<file path="src/rtl/tcls_ram.sv">
// Generic simple dual-port RAM with one write port and a registered read port.
module tcls_ram #(
    parameter int WIDTH = 8,
    parameter int DEPTH = 256
) (
    input  logic                     clk,
    input  logic                     wr_en,
    input  logic [$clog2(DEPTH)-1:0] wr_addr,
    input  logic [WIDTH-1:0]         wr_data,
    input  logic                     rd_en,
    input  logic [$clog2(DEPTH)-1:0] rd_addr,
    output logic [WIDTH-1:0]         rd_data
);

    logic [WIDTH-1:0] mem [DEPTH];

    always_ff @(posedge clk)
    begin
        if (wr_en)
        begin
            mem[wr_addr] <= wr_data;
        end
        if (rd_en)
        begin
            rd_data <= mem[rd_addr];
        end
    end

endmodule

</file>
<file path="config.mk">
export PLATFORM = sky130hd
export DESIGN_NAME = tcls_ram
export DESIGN_NICKNAME = d
export VERILOG_FILES = /design/src/rtl/tcls_ram.sv
export SDC_FILE = /design/constraint.sdc
export NUM_CORES = 2
export LEC_CHECK = 0
export ABC_CLOCK_PERIOD_IN_PS = 4300
export BUFFER_PORTS_ARGS = -buffer_cell sky130_fd_sc_hd__buf_2
export CELL_PAD_IN_SITES_DETAIL_PLACEMENT = 1
export CELL_PAD_IN_SITES_GLOBAL_PLACEMENT = 1
export CORE_UTILIZATION = 60
export DETAILED_ROUTE_END_ITERATION = 12
export HOLD_SLACK_MARGIN = 0.08
export MAX_ROUTING_LAYER = met4
export PLACE_DENSITY_LB_ADDON = 0.1
export SETUP_SLACK_MARGIN = 0.1
export SLEW_MARGIN = 20
export SYNTH_ARGS = -nofsm -noshare
export SYNTH_HDL_FRONTEND = slang
export SYNTH_SLANG_ARGS = --single-unit
</file>
<file path="constraint.sdc">
create_clock -name clk -period 4.3 [get_ports clk]
set_input_delay 0.215 -clock clk [delete_from_list [all_inputs] [get_ports clk]]
set_output_delay 0.215 -clock clk [all_outputs]
set_load 0.01 [all_outputs]
</file>
==> reports/metrics.yaml <==
clocking:
  cts_sinks: 2056
  cts-root-buf: "clkbuf_16"
  post_cts_buffers: 0
  cts_tree: "built"
  htree_num_levels: 4
  cts_buffers: 199
  clk_latency_ps: 840
  cts_resized: 0
  clk_path_buf_depth: 3
  cts.clk_slew.worst_paths_ps: 60
synthesis:
  synth_top_family_by_area: "multiplexers"
  yosys-top-cells-area: "edfxtp_1 78%, mux4_2 13%, mux2i_1 1.7%"
  yosysWarnings: 0
  synthSimpleGateAreaFrac_pct: 2.625
  async_flop_share_pct: 0
  synthCells: 3733
  synth_xor_area_share_pct: 0
  synth-adder-area-share_pct: 0
  synth_compound_area_share_pct: 3.416
  synthMuxAreaShare_pct: 14.60
  yosysMostFrequentCell: "edfxtp_1"
  postSynthAreaPerCell_um2: 21.33
  ys_seq_elements: 2056
  synth.top_cell.area_share_pct: 77.53
  ys_seq_area_share_pct: 77.53
  synth_nets: 3760
  synth_edf_count: 2056
  synth-main-ff-cell: "edfxtp_1"
  netlist_top_cells_count: "2056 x edfxtp_1, 454 x mux4_2, 282 x nor2_1"
  syn-cell-area_um2: 79640
  synth_area_leader_cell: "edfxtp_1"
  yosysUniqueCellTypes: 54
place:
  place.gp.congestion: 0.8993
  dpl_cell_area_um2: 82010
  port-buffer-count: 34
  pre_cts_slack_ps: 435.4
  dp_hpwl_mm: 130.7
  placedCellCount: 5423
finish:
  fin_nets: 3900
  final_cells: 5794
  seqCellArea_um2: 61740
  area_growth_pct: 11.07
  multiInputGateArea_um2: 16490
  utilization_pct: 67.20
  fin_area_um2: 88450
  nFillCells: 10130
  drive_gt1_share_pct: 23.20
die:
  die-area_um2: 134200
  ios: 35
  core-area_um2: 131600
  die_y_um: 366.3
  initial_core_util_pct: 60.50
  die_x_um: 366.3
  rows: 133
setup_path:
  regToRegStartpoint: "mem[26][5]"
  rr_endpoint: "rd_data[5]"
  critPathMaxStageDelay_ps: 750
  worst-endpoint-required_ps: 4850
  path_cells: "buf_8, buf_12, buf_4, mux4_2, a22o_1, a221oi_1, o32ai_1, nor3_1, nor4_1"
  end_kind: "flop"
  critical_path.slowest_cell: "nor3_1"
  crit_path_start_kind: "primary input"
  worstSetupPathType: "in2reg"
  cp.arrival_ps: 3690
  crit_path_max_fanout: 29
  worst-r2r-cell-count: 6
  ff2ff_setup_slack_ps: 1180
sta:
  tightestPinTransition_ps: 1207
  min_period_over_period_pct: 73.15
  fin_setup_tns_ps: 0
  rsz0062_at_grt: "no"
  period_minus_slack_ps: 3145
  setup_viol: 0
  finClkSkew_ps: 29.83
  hold_viol: 0
  slew_headroom_pct: 19.23
  setup_slack_ps: 1155
  hold_ws_ps: 46.35
  maxSlewViolCount: 0
  clock.fmax_mhz: 317.9
worst_hold_path:
  holdPathStages: 1
  min_from: "wr_data[6]"
  min_to: "mem[144][6]"
  min_path_type: "in2reg"
status:
  status: "complete, no violations"
global_route:
  gr-total-overflow: 0
  first_global_vias: 41430
  grt_pass1_wl_mm: 303.7
  antenna_found_initial: 11
  grt_usage_pct: 32.99
  grt_max_degree: 133
power_and_ir_drop:
  p_per_area_nw_per_um2: 469.4
  peakVddDrop_mv: 0.4325
  p_leak_nw: 27.37
  power_mw: 41.52
routing:
  wl_per_cell_um: 36.44
  wirelength_mm: 211.1
  dr.pass1.iters: 6
  routed_via_density: 6.889
  num_vias: 39910
  ant_nets: 0
  drtIter0Drc: 5099
  remaining_drc_errors: 0
run:
  cap_violations: 0
kinds of logic after synthesis:
kind of cell	count (synthesis)
muxes	591
buffers and inverters	235
AOI/OAI and AO/OA	385
and+or+nand+nor	466
DFF	2056
worst max-delay path by stage:
stage / slack, ps / to / startpoint
4_1_cts: 1300 / rd_data[5] / mem[26][5]
6_report: 1150 / rd_data[3] / rd_addr[0]
3_5_place_dp: 440 / rd_data[5] / rd_addr[0]
3_3_place_gp: 30 / rd_data[4] / rd_addr[0]
5_1_grt: 1190 / rd_data[5] / mem[26][5]
2_1_floorplan: 2010 / rd_data[2] / rd_addr[0]
where the power goes:
part           internal [mW]  switching, mW
sequential              22.1         0.0268
combinational          0.690           1.36
clock                   9.87           7.46
total                   32.7           8.85
area by class of cell:
| type | count | area share, % |
|---|---|---|
| antenna | 8 | 0.02263 |
| clock buffer | 229 | 5.829 |
| clock inverter | 130 | 1.383 |
| inverter | 2 | 0.008487 |
| multi-input combinational | 1442 | 18.64 |
| sequential | 2056 | 69.80 |
| tap | 1755 | 2.482 |
| timing repair buffer | 172 | 1.832 |
metal layers:
layer,GRT usage (%),wire (um),vias to the layer above
li1,-,-,16010
met2,52.28,105200,2199
met5,-,0,-
met4,10.42,7135,0
met1,44.43,80620,21310
met3,5.671,18150,403
sequential cells by signal, summed over array words and instances, names as in the netlist:
name	count
mem	2048
rd_data	8
timing repair:
item / 4_1_cts / 5_1_grt
setup endpoints to repair: 0 / 0
hold endpoints to repair: 103 / 0
hold buffers: 3 / 0
critical path, delay by kind of cell:
family / cells / cell delay (ps)
buffers and inverters: 3 / 920
and+or+nand+nor: 2 / 900
AOI/OAI and AO/OA: 3 / 1060
muxes: 1 / 540
cell usage in the layout, fill, tap and decap left out, drive strengths merged, types with 2 or more instances in the layout:
master	n
a2111oi	5
nor3	22
nand2b	8
o22a	5
o221ai	47
mux2i	134
nor2b	31
dlygate4sd3	3
nand4	10
nand3b	2
nand3	34
or2	4
and2	6
o22ai	28
o32ai	5
nor2	282
and3b	2
mux4	456
a31oi	2
nor4	27
a211oi	16
clkinv	98
nand2	33
a21oi	96
a311oi	2
bufinv	22
a22oi	133
clkbuf	237
diode	8
edfxtp	2056
inv	8
o21ai	12
o211ai	10
a221oi	14
a22o	8
buf	161
clkinvlp	4
Power figures use the tool's default switching activity.
